`src/rtl/dq_pkg.sv`:
```
`timescale 1ns / 1ps

package dq_pkg;

  // Ring store geometry
  localparam int CAPACITY = 16;
  localparam int IDX_W    = $clog2(CAPACITY);
  localparam int CNT_W    = $clog2(CAPACITY + 1);
  localparam int DATA_W   = 32;

  typedef logic [IDX_W-1:0]  idx_t;
  typedef logic [CNT_W-1:0]  cnt_t;

  localparam logic signed [DATA_W-1:0] NEG_ONE = '1;

  // Operation codes
  typedef enum logic [1:0] {
    OP_PUSH_FRONT = 2'd0,
    OP_POP_FRONT  = 2'd1,
    OP_PUSH_BACK  = 2'd2,
    OP_POP_BACK   = 2'd3
  } op_t;

  // Result status codes
  typedef enum logic [1:0] {
    ST_DONE  = 2'd0,
    ST_EMPTY = 2'd1,
    ST_FULL  = 2'd2
  } sts_t;

  // Controller states
  typedef enum logic [1:0] {
    S_IDLE   = 2'd0,
    S_ACCESS = 2'd1,
    S_REPLY  = 2'd2
  } state_t;

  typedef struct packed {
    op_t                      operation;
    logic signed [DATA_W-1:0] push_value;
  } in_item_t;

  typedef struct packed {
    logic signed [DATA_W-1:0] pop_value;
    sts_t                     status;
  } out_item_t;

  // Controller to datapath
  typedef struct packed {
    logic load;     // capture the input item
    logic exec;     // access the store and update the pointers
    logic sel_ram;  // drive the result from the store read data
  } dq_cmd_t;

  // Datapath to controller
  typedef struct packed {
    logic pop_hit;  // last operation was a pop that removed an entry
  } dq_sts_t;

endpackage

```
`src/rtl/double_ended_queue.sv`:
```
`timescale 1ns / 1ps

// Channel   Ports                     Transfer when
// input     start, busy, in_item      start high and busy low at a clock edge
// result    out_valid, out_item       out_valid high (a one-cycle strobe per result)
//
// Each operation runs in three steps: capture, one store access through the
// single port of the ring RAM with the pointer update, and the result cycle
// in which the registered read data is shown. A new operation is taken the
// cycle after the result. Reset (rst_n, synchronous, active low) empties the
// queue; store contents are not cleared. The receiver cannot stall: each
// result is on out_item for exactly one cycle with out_valid high.

module double_ended_queue (
  input  logic              clk,
  input  logic              rst_n,
  input  logic              start,
  output logic              busy,
  input  dq_pkg::in_item_t  in_item,
  output logic              out_valid,
  output dq_pkg::out_item_t out_item
);

  dq_pkg::dq_cmd_t cmd;
  dq_pkg::dq_sts_t dp_sts;

  dq_ctrl u_ctrl (
    .clk       (clk),
    .rst_n     (rst_n),
    .start     (start),
    .busy      (busy),
    .out_valid (out_valid),
    .dp_sts    (dp_sts),
    .cmd       (cmd)
  );

  dq_datapath u_dp (
    .clk      (clk),
    .rst_n    (rst_n),
    .in_item  (in_item),
    .cmd      (cmd),
    .dp_sts   (dp_sts),
    .out_item (out_item)
  );

endmodule

```
`src/rtl/dq_ram.sv`:
```
`timescale 1ns / 1ps

module dq_ram #(
  parameter int WIDTH = 32,
  parameter int DEPTH = 16
) (
  input  logic                     clk,
  input  logic                     we,
  input  logic [$clog2(DEPTH)-1:0] addr,
  input  logic [WIDTH-1:0]         wdata,
  output logic [WIDTH-1:0]         rdata
);

  logic [WIDTH-1:0] mem [DEPTH];
  logic [WIDTH-1:0] rdata_r;

  // Write on enable, register the read
  always_ff @(posedge clk) begin
    if (we) begin
      mem[addr] <= wdata;
    end
    rdata_r <= mem[addr];
  end

  assign rdata = rdata_r;

endmodule

```
`src/rtl/dq_ctrl.sv`:
```
`timescale 1ns / 1ps

module dq_ctrl (
  input  logic            clk,
  input  logic            rst_n,
  input  logic            start,
  output logic            busy,
  output logic            out_valid,
  input  dq_pkg::dq_sts_t dp_sts,
  output dq_pkg::dq_cmd_t cmd
);

  dq_pkg::state_t state_r;
  dq_pkg::state_t state_nxt;

  // State register
  always_ff @(posedge clk) begin
    if (!rst_n) begin
      state_r <= dq_pkg::S_IDLE;
    end else begin
      state_r <= state_nxt;
    end
  end

  // Next state
  always_comb begin
    state_nxt = state_r;
    case (state_r)
      dq_pkg::S_IDLE: begin
        if (start) begin
          state_nxt = dq_pkg::S_ACCESS;
        end
      end
      dq_pkg::S_ACCESS: state_nxt = dq_pkg::S_REPLY;
      dq_pkg::S_REPLY:  state_nxt = dq_pkg::S_IDLE;
      default:          state_nxt = dq_pkg::S_IDLE;
    endcase
  end

  // Outputs
  always_comb begin
    cmd       = '0;
    busy      = 1'b1;
    out_valid = 1'b0;
    case (state_r)
      dq_pkg::S_IDLE: begin
        busy     = 1'b0;
        cmd.load = start;
      end
      dq_pkg::S_ACCESS: begin
        cmd.exec = 1'b1;
      end
      dq_pkg::S_REPLY: begin
        out_valid   = 1'b1;
        cmd.sel_ram = dp_sts.pop_hit;
      end
      default: begin
        busy = 1'b1;
      end
    endcase
  end

`ifndef NO_ASSERTIONS
  // Every transfer in yields a result after the access state
  a_reply_follows: assert property (@(posedge clk) disable iff (!rst_n)
    (start && !busy) |=> ##1 out_valid)
    else $error("result strobe missing after transfer");

  // Busy only drops right after a result
  a_busy_drop: assert property (@(posedge clk) disable iff (!rst_n)
    ($fell(busy) && $past(rst_n)) |-> $past(out_valid))
    else $error("busy dropped without a result");

  // Store read data is selected only while a result is shown
  a_sel_in_reply: assert property (@(posedge clk) disable iff (!rst_n)
    cmd.sel_ram |-> (out_valid && busy))
    else $error("store data selected outside result cycle");
`endif

endmodule

```
`src/rtl/dq_datapath.sv`:
```
`timescale 1ns / 1ps

module dq_datapath (
  input  logic               clk,
  input  logic               rst_n,
  input  dq_pkg::in_item_t   in_item,
  input  dq_pkg::dq_cmd_t    cmd,
  output dq_pkg::dq_sts_t    dp_sts,
  output dq_pkg::out_item_t  out_item
);

  localparam dq_pkg::idx_t IDX_LAST = dq_pkg::IDX_W'(dq_pkg::CAPACITY - 1);
  localparam dq_pkg::cnt_t CNT_FULL = dq_pkg::CNT_W'(dq_pkg::CAPACITY);
  localparam logic [dq_pkg::CNT_W:0] SUM_CAP = (dq_pkg::CNT_W + 1)'(dq_pkg::CAPACITY);

  dq_pkg::op_t                      op_r;
  logic signed [dq_pkg::DATA_W-1:0] value_r;
  dq_pkg::idx_t                     front_r;
  dq_pkg::idx_t                     front_nxt;
  dq_pkg::cnt_t                     count_r;
  dq_pkg::cnt_t                     count_nxt;
  dq_pkg::sts_t                     sts_r;
  dq_pkg::sts_t                     sts_nxt;

  logic                             empty;
  logic                             full;
  dq_pkg::idx_t                     front_dec;
  dq_pkg::idx_t                     front_inc;
  logic [dq_pkg::CNT_W:0]           tail_sum;
  logic [dq_pkg::CNT_W:0]           back_sum;
  dq_pkg::idx_t                     tail_slot;
  dq_pkg::idx_t                     back_slot;

  logic                             ram_we;
  dq_pkg::idx_t                     ram_addr;
  logic [dq_pkg::DATA_W-1:0]        ram_rdata;

  // Ring arithmetic: tail_sum stays below twice the capacity; back_sum does too unless empty
  assign empty     = (count_r == '0);
  assign full      = (count_r == CNT_FULL);
  assign front_dec = (front_r == '0) ? IDX_LAST : front_r - 1'b1;
  assign front_inc = (front_r == IDX_LAST) ? '0 : front_r + 1'b1;
  assign tail_sum  = {{(dq_pkg::CNT_W + 1 - dq_pkg::IDX_W){1'b0}}, front_r}
                   + {1'b0, count_r};
  assign back_sum  = tail_sum - 1'b1;
  assign tail_slot = (tail_sum >= SUM_CAP) ? dq_pkg::IDX_W'(tail_sum - SUM_CAP)
                                           : dq_pkg::IDX_W'(tail_sum);
  assign back_slot = (back_sum >= SUM_CAP) ? dq_pkg::IDX_W'(back_sum - SUM_CAP)
                                           : dq_pkg::IDX_W'(back_sum);

  // Operation decode: store access, pointer update, status
  always_comb begin
    ram_we    = 1'b0;
    ram_addr  = front_r;
    front_nxt = front_r;
    count_nxt = count_r;
    sts_nxt   = dq_pkg::ST_DONE;
    case (op_r)
      dq_pkg::OP_PUSH_FRONT: begin
        ram_addr = front_dec;
        if (full) begin
          sts_nxt = dq_pkg::ST_FULL;
        end else begin
          ram_we    = cmd.exec;
          front_nxt = front_dec;
          count_nxt = count_r + 1'b1;
        end
      end
      dq_pkg::OP_POP_FRONT: begin
        ram_addr = front_r;
        if (empty) begin
          sts_nxt = dq_pkg::ST_EMPTY;
        end else begin
          front_nxt = front_inc;
          count_nxt = count_r - 1'b1;
        end
      end
      dq_pkg::OP_PUSH_BACK: begin
        ram_addr = tail_slot;
        if (full) begin
          sts_nxt = dq_pkg::ST_FULL;
        end else begin
          ram_we    = cmd.exec;
          count_nxt = count_r + 1'b1;
        end
      end
      default: begin
        ram_addr = back_slot;
        if (empty) begin
          sts_nxt = dq_pkg::ST_EMPTY;
        end else begin
          count_nxt = count_r - 1'b1;
        end
      end
    endcase
  end

  // Hold the pointers; advance them on execute
  always_ff @(posedge clk) begin
    if (!rst_n) begin
      front_r <= '0;
      count_r <= '0;
    end else if (cmd.exec) begin
      front_r <= front_nxt;
      count_r <= count_nxt;
    end
  end

  // Capture the item and the outcome
  always_ff @(posedge clk) begin
    if (cmd.load) begin
      op_r    <= in_item.operation;
      value_r <= in_item.push_value;
    end
    if (cmd.exec) begin
      sts_r <= sts_nxt;
    end
  end

  dq_ram #(
    .WIDTH (dq_pkg::DATA_W),
    .DEPTH (dq_pkg::CAPACITY)
  ) u_store (
    .clk   (clk),
    .we    (ram_we),
    .addr  (ram_addr),
    .wdata (value_r),
    .rdata (ram_rdata)
  );

  assign dp_sts.pop_hit = (op_r inside {dq_pkg::OP_POP_FRONT, dq_pkg::OP_POP_BACK})
                          && (sts_r == dq_pkg::ST_DONE);

  // Result: store data for a successful pop, minus one otherwise
  assign out_item.pop_value = cmd.sel_ram ? ram_rdata : dq_pkg::NEG_ONE;
  assign out_item.status    = sts_r;

`ifndef NO_ASSERTIONS
  // Fill count never passes the capacity
  a_count_bound: assert property (@(posedge clk) disable iff (!rst_n)
    count_r <= CNT_FULL)
    else $error("entry count beyond capacity");

  // Pointers move only on execute
  a_ptr_hold: assert property (@(posedge clk) disable iff (!rst_n)
    ($past(rst_n) && !$past(cmd.exec)) |-> ($stable(count_r) && $stable(front_r)))
    else $error("pointer moved without execute");

  // A refused push leaves the count untouched
  a_full_hold: assert property (@(posedge clk) disable iff (!rst_n)
    (cmd.exec && (sts_nxt == dq_pkg::ST_FULL)) |=> (count_r == CNT_FULL))
    else $error("count changed on refused push");
`endif

endmodule
```
`config.mk`:
```
export PLATFORM = sky130hd
export DESIGN_NAME = double_ended_queue
export DESIGN_NICKNAME = d
export VERILOG_FILES = /design/src/rtl/dq_pkg.sv /design/src/rtl/double_ended_queue.sv /design/src/rtl/dq_ram.sv /design/src/rtl/dq_ctrl.sv /design/src/rtl/dq_datapath.sv
export SDC_FILE = /design/constraint.sdc
export NUM_CORES = 1
export LEC_CHECK = 0
export ABC_AREA = 1
export BUFFER_PORTS_ARGS = -buffer_cell sky130_fd_sc_hd__buf_2
export CAP_MARGIN = 20
export CORE_MARGIN = 4
export CORE_UTILIZATION = 40
export CTS_CLUSTER_DIAMETER = 30
export DETAILED_ROUTE_END_ITERATION = 7
export GPL_TIMING_DRIVEN = 0
export HOLD_SLACK_MARGIN = 0.08
export SETUP_SLACK_MARGIN = 0.5
export SKIP_CTS_REPAIR_TIMING = 1
export SLEW_MARGIN = 40
export SYNTH_ARGS = -nofsm -noshare
export SYNTH_HDL_FRONTEND = slang
export SYNTH_SLANG_ARGS = --single-unit
```
`constraint.sdc`:
```
create_clock -name clk -period 5.7 [get_ports clk]
set_input_delay 0.57 -clock clk [delete_from_list [all_inputs] [get_ports clk]]
set_output_delay 0.57 -clock clk [all_outputs]
set_load 0.02 [all_outputs]
```
==> run metrics, run 1 <==
status=finished, final reports clean; Initial Util=40.4%; Syn Inst Count=about 2,400; post-synthesis sequential area ratio=69.6%; WL met1=29,300 um; iteration-0 DRC count of the detailed router=1,655; largest net degree at the start of global routing=18; vias per inst=approximately 5; Buffers on Ports=about 70; Syn Std Cell Area=around 25,000 um2; fillers=approximately 5,400; Synth warnings=0; Worst slew margin=between 30% and 40%; number of global-route vias before repair=17,800; Max Slew Vio Count=0; clock sinks=591; max_cap viols=0; DR DRC count=0; Die Y=around 260 um; post-layout min period=4.67 ns; Crit Path Max Fanout=10; unrepaired setup endpoints after global routing=false; Routed Wire Length=70,200 um; number of routed nets with antenna violations=0; CP Cell Sequence=ha_1 -> fa_1 -> inv_1 -> ha_1 -> inv_1 -> o21ai_2 -> clkbuf_1 -> buf_2 -> nand4_1 -> nor2_4 -> buf_8; fmax=0.214 GHz; Netlist cell types=31; synthesis-to-finish area growth=27.0%; DIE WIDTH=257 um; core area=61,600 um2; Worst-path clk slew=0.05 ns; Critical Path Max Stage Delay=0.74 ns; drt pass-1 iters=6; commonest non-fill, non-tap cell in the layout=nand2_1; Tcrit/Tclk final=about four fifths; Boundary Pins=73; final non-filler cell total=about 3,600; Slew @ Worst Pin=0.906 ns; delay-heaviest family, CP=buffers and inverters; Crit path buffers/inverters=5; number of synthesized register bits=591; htree depth=3; Detailed Place HPWL=46,400 um; critical path's slowest cell=clkbuf_1; placed cell count=3,360; crit end category=flop; Placement Cell Area=about 27,000 um2; Setup violations, final=0; final net count=2,715; clk_skew=0.0226 ns; CTS Buf Count=119; antenna violations before repair=0; die area=66,200 um2; first-pass GRT wire length=roughly 110,000 um; # rows=91; met2 wire len=33,900 um; fraction of layout cells with a size suffix above 1=16.2%; most frequent cells in the layout=nand2_1 (1,191), edfxtp_1 (548), nand3_1 (276); total number of vias=approximately 18,000; Synth Net Count=2,464; Max Used Layer=met4; Reg2Reg Setup Slack=between 1 and 1.5 ns; critical path launch point type=flop; Avg Inst Size Synth=between 10 and 15 um2; Placer Congestion=0.825; CTS tree=yes; total gr overflow=0; GRT Total Usage=between 20% and 30%; clk_lat worst skew=~0.67 ns; Worst EP required=6.06 ns; final hold violations=0; post-route cell area=31,600 um2; kind of critical path=reg -> reg; hold crit path type=in -> reg; ANT cells=0; Critical Path AT=approximately 5.0 ns; maximum clock insertion buffer count=3; WL met3=between 4000 and 5000 um; Leakage=13.2 nW; root buf cell=clkbuf_16; pwr dens=427 nW/um2; peak supply drop=254 uV; wire per inst=19.4 um
synth_stat cells:
library cell	number	area, um2
clkbuf_1	35	131
buf_4	3	22.5
o21ai_2	1	8.76
nor2_2	3	18.8
nand2_1	1191	4470
buf_2	89	445
o211ai_1	1	7.51
nor3_1	4	20.0
inv_2	16	60.1
ha_1	9	113
fa_1	2	40.0
a211oi_1	1	7.51
edfxtp_1	548	16500
o21ai_0	7	35.0
or2_1	1	6.26
xor2_1	4	35.0
nor2_1	33	124
inv_1	120	450
o211ai_2	1	12.5
xnor2_1	2	17.5
a21oi_2	2	17.5
nand4_1	4	25.0
nand2_2	4	25.0
a21oi_1	9	45.0
o21ai_1	3	15.0
buf_1	1	3.75
nor4_1	1	6.26
nand3_1	276	1380
nor3b_1	1	7.51
nand3b_1	1	7.51
dfxtp_1	43	861
logic make-up (layout without fill, tap and decap cells):
| logic type | count (synthesis) | count (layout) | share of synthesized area, % |
|---|---|---|---|
| xor gates and xnor gates | 6 | 6 | 0.211 |
| DFF | 591 | 591 | 69.6 |
| adders and majority gates | 11 | 11 | 0.614 |
| AOI/OAI and AO/OA | 25 | 25 | 0.599 |
| and+or+nand+nor | 1519 | 1519 | 24.5 |
| buffers and inverters | 264 | 622 | 4.48 |
report_power, final:
part	switching, W	leakage (nW)	internal [W]	total (W)
clock network	0.00233	2.03	0.00480	0.00713
registers	0.000108	5.31	0.00490	0.00500
logic	0.000965	5.89	0.000380	0.00134
per-stage QoR:
stage | util [%] | hold slack [ns] | total power [W] | setup TNS (ns) | worst slack [ns]
2_1_floorplan | - | 0.465 | 0.00589 | 0 | 1.67
3_3_place_gp | 42.7 | 0.496 | 0.00636 | -216.01 | -0.853
4_1_cts | 50.9 | 0.0313 | 0.0136 | 0 | 1.07
3_5_place_dp | 44.1 | 0.522 | 0.00640 | 0 | 1.11
6_report | 51.3 | 0.0903 | 0.0135 | 0 | 1.03
5_1_grt | 51.3 | 0.0807 | 0.0140 | 0 | 0.926
per-layer routing:
| metal | global-route usage [%] | vias to the layer above |
|---|---|---|
| met5 | 0 | - |
| met4 | 7.63 | 0 |
| met3 | 3.77 | 133 |
| met2 | 34.8 | 676 |
| met1 | 27.6 | 8781 |
| li1 | - | 8522 |
cell type report:
| cell class | count | area, um2 | share of cell area (%) |
|---|---|---|---|
| sequential | 591 | 17300 | 54.8 |
| multi-input combinational | 1561 | 6580 | 20.8 |
| clock buffer | 141 | 3140 | 9.95 |
| timing repair buffer | 130 | 1320 | 4.18 |
| clock inverter | 87 | 1060 | 3.37 |
| tap | 837 | 1050 | 3.32 |
| buffer | 128 | 604 | 1.91 |
| inverter | 136 | 510 | 1.62 |
registers in the layout (all words and copies together) (netlist names):
register and count:
u_dp.u_store.mem 512, u_dp.front_r 4, u_ctrl.state_r 2, u_dp.value_r 32
u_dp.u_store.rdata 32, u_dp.op_r 2, u_dp.count_r 5, u_dp.sts_r 2
final timing paths:
path                                                    from                          endpoint  cells past startpoint
worst min-delay path                             in_item[12]        u_dp.value_r[12]$_DFFE_PP_                      1
worst min register to register  u_dp.count_r[4]$_SDFFE_PN0P_      u_dp.count_r[4]$_SDFFE_PN0P_                      2
worst max-delay path            u_dp.front_r[0]$_SDFFE_PN0P_  u_dp.u_store.mem[1][9]$_DFFE_PP_                     11
worst max register to register  u_dp.front_r[0]$_SDFFE_PN0P_  u_dp.u_store.mem[1][9]$_DFFE_PP_                     11
Power figures use the tool's default switching activity.
==> inputs of run 2 (changes only) <==
--- a/config.mk
+++ b/config.mk
@@ -5,7 +5,7 @@
 export SDC_FILE = /design/constraint.sdc
 export NUM_CORES = 1
 export LEC_CHECK = 0
-export ABC_AREA = 1
+export ABC_AREA = 0
 export BUFFER_PORTS_ARGS = -buffer_cell sky130_fd_sc_hd__buf_2
 export CAP_MARGIN = 20
 export CORE_MARGIN = 4
==> constraint.sdc (replaced) <==
create_clock -name clk -period 4.1 [get_ports clk]
set_input_delay 0.41 -clock clk [delete_from_list [all_inputs] [get_ports clk]]
set_output_delay 0.41 -clock clk [all_outputs]
set_load 0.02 [all_outputs]
==> run 2 against run 1 <==
Wire length down 4.6%. Worst hold slack better by 0.10 ns. Combinational power up 82%. Maximum frequency up 30%. Largest power group unchanged. Die area up 2.1%. Cell area rose by 5.6%.
==> run metrics, run 2 <==
Detailed Place HPWL=44,900 um; clk_lat worst skew=approximately 0.70 ns; Synth async-reset ratio=0%; max_cap viols=0; number of global-route vias before repair=16,300; dominant synthesized flop cell=edfxtp_1; number of routed nets with antenna violations=0; ANT cells=0; root buf cell=clkbuf_16; Leakage=12.3 nW; antenna violations before repair=1; status=finished, final reports clean; multiplexer area fraction after synthesis=16.0%; synthesis-to-finish area growth=31.2%; Total Neg Setup Slack=0 ns; fraction of layout cells with a size suffix above 1=between 30% and 40%; Synth Area in Simple Gates=7.84%; CTS tree=yes; GRT Total Usage=around a fifth; CP Capture Point=u_dp.u_store.mem[9][14]$_DFFE_PP_; Slew @ Worst Pin=roughly 0.8 ns; footprint of the multi-input gates=7790 um2; Reg2Reg Setup Slack=0.51 ns; # rows=92; EDFF count, synth=548; hold crit path type=in -> reg; maximum clock insertion buffer count=3; critical path launch point type=flop; Crit Reg-Reg Startpoint=u_dp.front_r[0]$_SDFFE_PN0P_; Worst EP required=4.51 ns; post-synthesis xor/xnor area fraction=0.379%; Tcrit/Tclk final=about 88%; Setup crit start=u_dp.front_r[0]$_SDFFE_PN0P_; Crit Path Max Fanout=6; synth top area cells=edfxtp_1 (65%), mux2i_1 (10%), mux2_2 (5.7%); Placement Cell Area=27,700 um2; Avg Inst Size Synth=15.1 um2; largest net degree at the start of global routing=17; most numerous cell in the Yosys netlist=edfxtp_1; htree depth=4; area leader, netlist=edfxtp_1; Max Slew Vio Count=0; crit end category=flop; Reg-to-Reg End=u_dp.u_store.mem[9][14]$_DFFE_PP_; Buffers on Ports=72; die area=67,600 um2; hold depth=3; fmax=0.279 GHz; Syn Std Cell Area=25,400 um2; DIE WIDTH=260 um; number of synthesized register bits=~600; Synth Area in Compound Gates=4.66%; reg2reg path depth=15; largest family of logic cells by synthesized area=multiplexers; clock sinks=591; Setup violations, final=0; kind of critical path=reg -> reg; peak supply drop=367 uV; Syn Inst Count=1,682; Routed Wire Length=about 67,000 um; Initial Util=40.4%; Netlist cell types=51; fillers=5,128; Synth top cells by count=edfxtp_1 (548), mux2i_1 (259), nand2_1 (140); most frequent cells in the layout=edfxtp_1 (548), mux2i_1 (258), clkbuf_16 (138); total number of vias=roughly 16,000; Top reg by flops=u_dp.u_store.mem; Die Y=260 um; iteration-0 DRC count of the detailed router=between 1,000 and 1,500; max reg flops=about 510; Placer Congestion=between 0.8 and 0.9; DR DRC count=0; vias per inst=5.41; unrepaired setup endpoints after global routing=true; clk_skew=around 0.021 ns; post-layout min period=3.59 ns; Register Area=17,300 um2; Synth Net Count=around 1,700; pwr dens=587 nW/um2; drt pass-1 iters=6; Synth warnings=0; core area=63,000 um2; Critical Path AT=around 4.0 ns; first-pass GRT wire length=97,900 um; wire per inst=about 22 um; share of the synthesized area in the top cell type=approximately 65%; Worst-path clk slew=0.05 ns; final hold violations=0; CTS Buf Count=130; post-synthesis sequential area ratio=68.1%; total gr overflow=0; Synth Area in Adders=0.601%; Boundary Pins=73; commonest non-fill, non-tap cell in the layout=edfxtp_1; post-route cell area=between 30,000 and 40,000 um2; final net count=between 2,000 and 2,500; Worst slew margin=between 40% and 50%
run 2: per-stage QoR:
stage               setup WS (ns)  power (W)  util, %  cells  hold slack, ns
floorplan                   0.171    0.00862        -   1682           0.471
global placement            -2.14    0.00933     42.9   2600           0.493
detailed placement         -0.258    0.00940     44.0   2654           0.501
CTS                        -0.268     0.0197     50.9   2894          -0.174
global route                0.403     0.0203     53.0   3023           0.196
finish                      0.512     0.0196     53.0   3023           0.195
run 2: critical path, stage by stage, from the launching register on:
cell and delay (ns):
dfxtp_4 0.35, ha_4 0.16, fa_2 0.57, inv_2 0.06, ha_4 0.26, inv_2 0.03, mux4_2 0.47, buf_12 0.16
buf_12 0.13, buf_12 0.13, nor2_4 0.16, nand2_4 0.12, nor3_4 0.23, buf_6 0.16, buf_12 0.14, clkbuf_16 0.15
run 2: worst min-delay path by stage:
stage                                            start                            to  slack [ns]
after floorplan           u_dp.count_r[3]$_SDFFE_PN0P_  u_dp.count_r[3]$_SDFFE_PN0P_        0.47
after global placement    u_dp.count_r[3]$_SDFFE_PN0P_  u_dp.count_r[3]$_SDFFE_PN0P_        0.49
after detailed placement  u_dp.count_r[3]$_SDFFE_PN0P_  u_dp.count_r[3]$_SDFFE_PN0P_        0.50
after CTS                                   in_item[4]     u_dp.value_r[4]$_DFFE_PP_       -0.17
after global routing                             start     u_dp.value_r[1]$_DFFE_PP_        0.20
final                                            start     u_dp.value_r[1]$_DFFE_PP_        0.19
run 2: layout make-up:
| class | instances | share of cell area [%] |
|---|---|---|
| multi-input combinational | 961 | 23.4 |
| timing repair buffer | 255 | 6.47 |
| sequential | 591 | 51.9 |
| clock buffer | 163 | 10.6 |
| clock inverter | 77 | 2.48 |
| buffer | 115 | 1.78 |
| inverter | 15 | 0.169 |
| tap | 846 | 3.17 |
run 2: logic make-up (layout without fill, tap and decap cells):
group | Yosys count | in the layout
multiplexers | 389 | 389
adder cells (fa/ha/maj) | 11 | 11
XOR/XNOR | 11 | 11
AO/OA/AOI/OAI | 160 | 160
AND/OR/NAND/NOR | 390 | 390
flip-flops | 591 | 591
buffers and inverters | 130 | 625
run 2: per-layer routing:
layer / share of wire [%] / global-route usage (%) / wire length, um / vias to the layer above
met5: 0 / 0 / 0 / -
met4: 3.4 / 8.20 / 2250 / 0
met3: 6.2 / 4.67 / 4160 / 138
met2: 48 / 31.4 / 32200 / 566
met1: 42 / 24.9 / 28300 / 8229
li1: - / - / - / 7432
run 2: power by group:
group / internal [W] / leakage, nW / switching, W
combinational: 0.000988 / 4.84 / 0.00145
clock: 0.00689 / 2.13 / 0.00329
sequential: 0.00684 / 5.31 / 0.000137
total: 0.0147 / 12.3 / 0.00488
==> inputs of run 3 (changes only) <==
--- a/config.mk
+++ b/config.mk
@@ -14,6 +14,7 @@
 export DETAILED_ROUTE_END_ITERATION = 7
 export GPL_TIMING_DRIVEN = 0
 export HOLD_SLACK_MARGIN = 0.08
+export PLACE_DENSITY = 0.54
 export SETUP_SLACK_MARGIN = 0.5
 export SKIP_CTS_REPAIR_TIMING = 1
 export SLEW_MARGIN = 40
==> run 3 against run 2 <==
Clock power is 4% higher. Final cell count hardly changed. Via count is 0.59% lower. Cell area is 0.55% higher. Worst setup slack better by 0.0095 ns. Sequential power hardly changed. Power is 2.2% higher. Combinational power hardly changed. Clock skew is 0.00083 ns higher. Worst hold slack better by 0.0073 ns. Critical path type unchanged. Largest power group unchanged.
==> run metrics, run 3 (same netlist as run 2, synthesis figures left out) <==
Slew @ Worst Pin=0.766 ns; post-layout min period=approximately 3.6 ns; Max Slew Vio Count=0; wire per inst=22.6 um; crit end category=flop; iteration-0 DRC count of the detailed router=about 1,100; hold crit path type=in -> reg; max_cap viols=0; Detailed Place HPWL=45,800 um; peak supply drop=319 uV; drt pass-1 iters=5; die area=67,600 um2; final non-filler cell total=3,026; post-route cell area=33,500 um2; synthesis-to-finish area growth=32.0%; Worst EP required=4.51 ns; Buffers on Ports=about 70; htree depth=4; critical path's slowest cell=fa_2; Core Util, Final=53.3%; ANT cells=0; vias per inst=5.38; Crit path buffers/inverters=8; Initial Util=40.4%; final hold violations=0; CTS tree=yes; Setup violations, final=0; Die Y=~260 um; Boundary Pins=73; clock sinks=slightly below 600; Critical Path AT=3.99 ns; clk_skew=about 0.022 ns; DR DRC count=0; Worst-path clk slew=0.04 ns; clk_lat worst skew=0.70 ns; delay-heaviest family, CP=adder cells; root buf cell=clkbuf_16; GRT Total Usage=19.9%; total gr overflow=0; kind of critical path=reg -> reg; largest net degree at the start of global routing=17; number of routed nets with antenna violations=0; maximum clock insertion buffer count=3; Leakage=12.4 nW; first-pass GRT wire length=101,000 um; Crit Path Max Fanout=6; most frequent cells in the layout=edfxtp_1 (548), mux2i_1 (258), clkbuf_16 (140); Tcrit/Tclk final=87.3%; total number of vias=approximately 16,000; # rows=92; core area=63,000 um2; DIE WIDTH=260 um; CTS Buf Count=132; Top cell by count, worst path=buf_12; unrepaired setup endpoints after global routing=true; fmax=between 0.2 and 0.3 GHz; placed cell count=between 2,000 and 3,000; antenna violations before repair=1; final net count=2,120; Top reg by flops=u_dp.u_store.mem; number of global-route vias before repair=16,300; fraction of layout cells with a size suffix above 1=around a third; Critical Path Max Stage Delay=0.58 ns; Worst slew margin=between 40% and 50%; pwr dens=roughly 600 nW/um2; max reg flops=~500; Placer Congestion=0.796; Routed Wire Length=roughly 70,000 um; status=finished, final reports clean; commonest non-fill, non-tap cell in the layout=edfxtp_1; CP Cell Sequence=ha_4 -> fa_2 -> inv_2 -> ha_4 -> inv_2 -> mux4_2 -> buf_12 -> buf_12 -> buf_12 -> nor2_4 -> nand2_4 -> nor3_4 -> buf_6 -> clkbuf_16 -> buf_6; critical path launch point type=flop; Placement Cell Area=27,700 um2
[run 3: cell types whose count changed in the layout (fill, tap and decap cells not counted), sizes merged]
cell      delta
buf          +3
bufinv       +7
clkbuf       +8
clkinv       -5
clkinvlp     -4
inv          -6
[run 3: path summary, 6_finish.rpt]
| check | start | endpoint | slack, ns | depth (start not counted) |
|---|---|---|---|---|
| worst max-delay path | u_dp.front_r[0]$_SDFFE_PN0P_ | u_dp.u_store.mem[13][5]$_DFFE_PP_ | 0.52 | 15 |
| worst min-delay path | start | u_dp.op_r[1]$_DFFE_PP_ | 0.20 | 3 |
| worst max register to register | u_dp.front_r[0]$_SDFFE_PN0P_ | u_dp.u_store.mem[13][5]$_DFFE_PP_ | 0.52 | 15 |
| worst min register to register | u_dp.count_r[3]$_SDFFE_PN0P_ | u_dp.count_r[3]$_SDFFE_PN0P_ | 0.51 | 2 |
[run 3: area by class of cell]
cell class / count / area, um2
Fill cell: 5180 / 29400
Sequential cell: 591 / 17300
Multi-Input combinational cell: 961 / 7780
Clock buffer: 173 / 3620
Timing Repair Buffer: 256 / 2200
Tap cell: 846 / 1060
Clock inverter: 69 / 895
Buffer: 115 / 599
Inverter: 15 / 56.3
[run 3: report_power, final]
group          internal, W  switching [W]
Clock              0.00737        0.00323
Combinational     0.000985        0.00146
Sequential         0.00684       0.000136
[run 3: metrics by stage]
stage | total power (W) | TNS [ns] | setup slack [ns] | hold WS [ns]
after global routing | 0.0208 | 0 | 0.452 | 0.203
after detailed placement | 0.00943 | -7.13 | -0.239 | 0.506
after global placement | 0.00937 | -524.33 | -2.19 | 0.499
after CTS | 0.0201 | -9.00 | -0.264 | -0.162
after floorplan | 0.00862 | 0 | 0.171 | 0.471
final | 0.0200 | 0 | 0.521 | 0.202
[run 3: layer usage]
metal | routed length [um] | up-vias | track usage [%]
li1 | - | 7426 | -
met1 | 30000 | 8258 | 26.4
met2 | 33100 | 458 | 32.4
met3 | 3340 | 127 | 4.21
met4 | 1850 | 0 | 7.57
met5 | 0 | - | 0
[run 3: worst min-delay path, stage by stage]
cell,delay [ns]
buf_2,0.10
inv_1,0.08
nor2_4,0.12
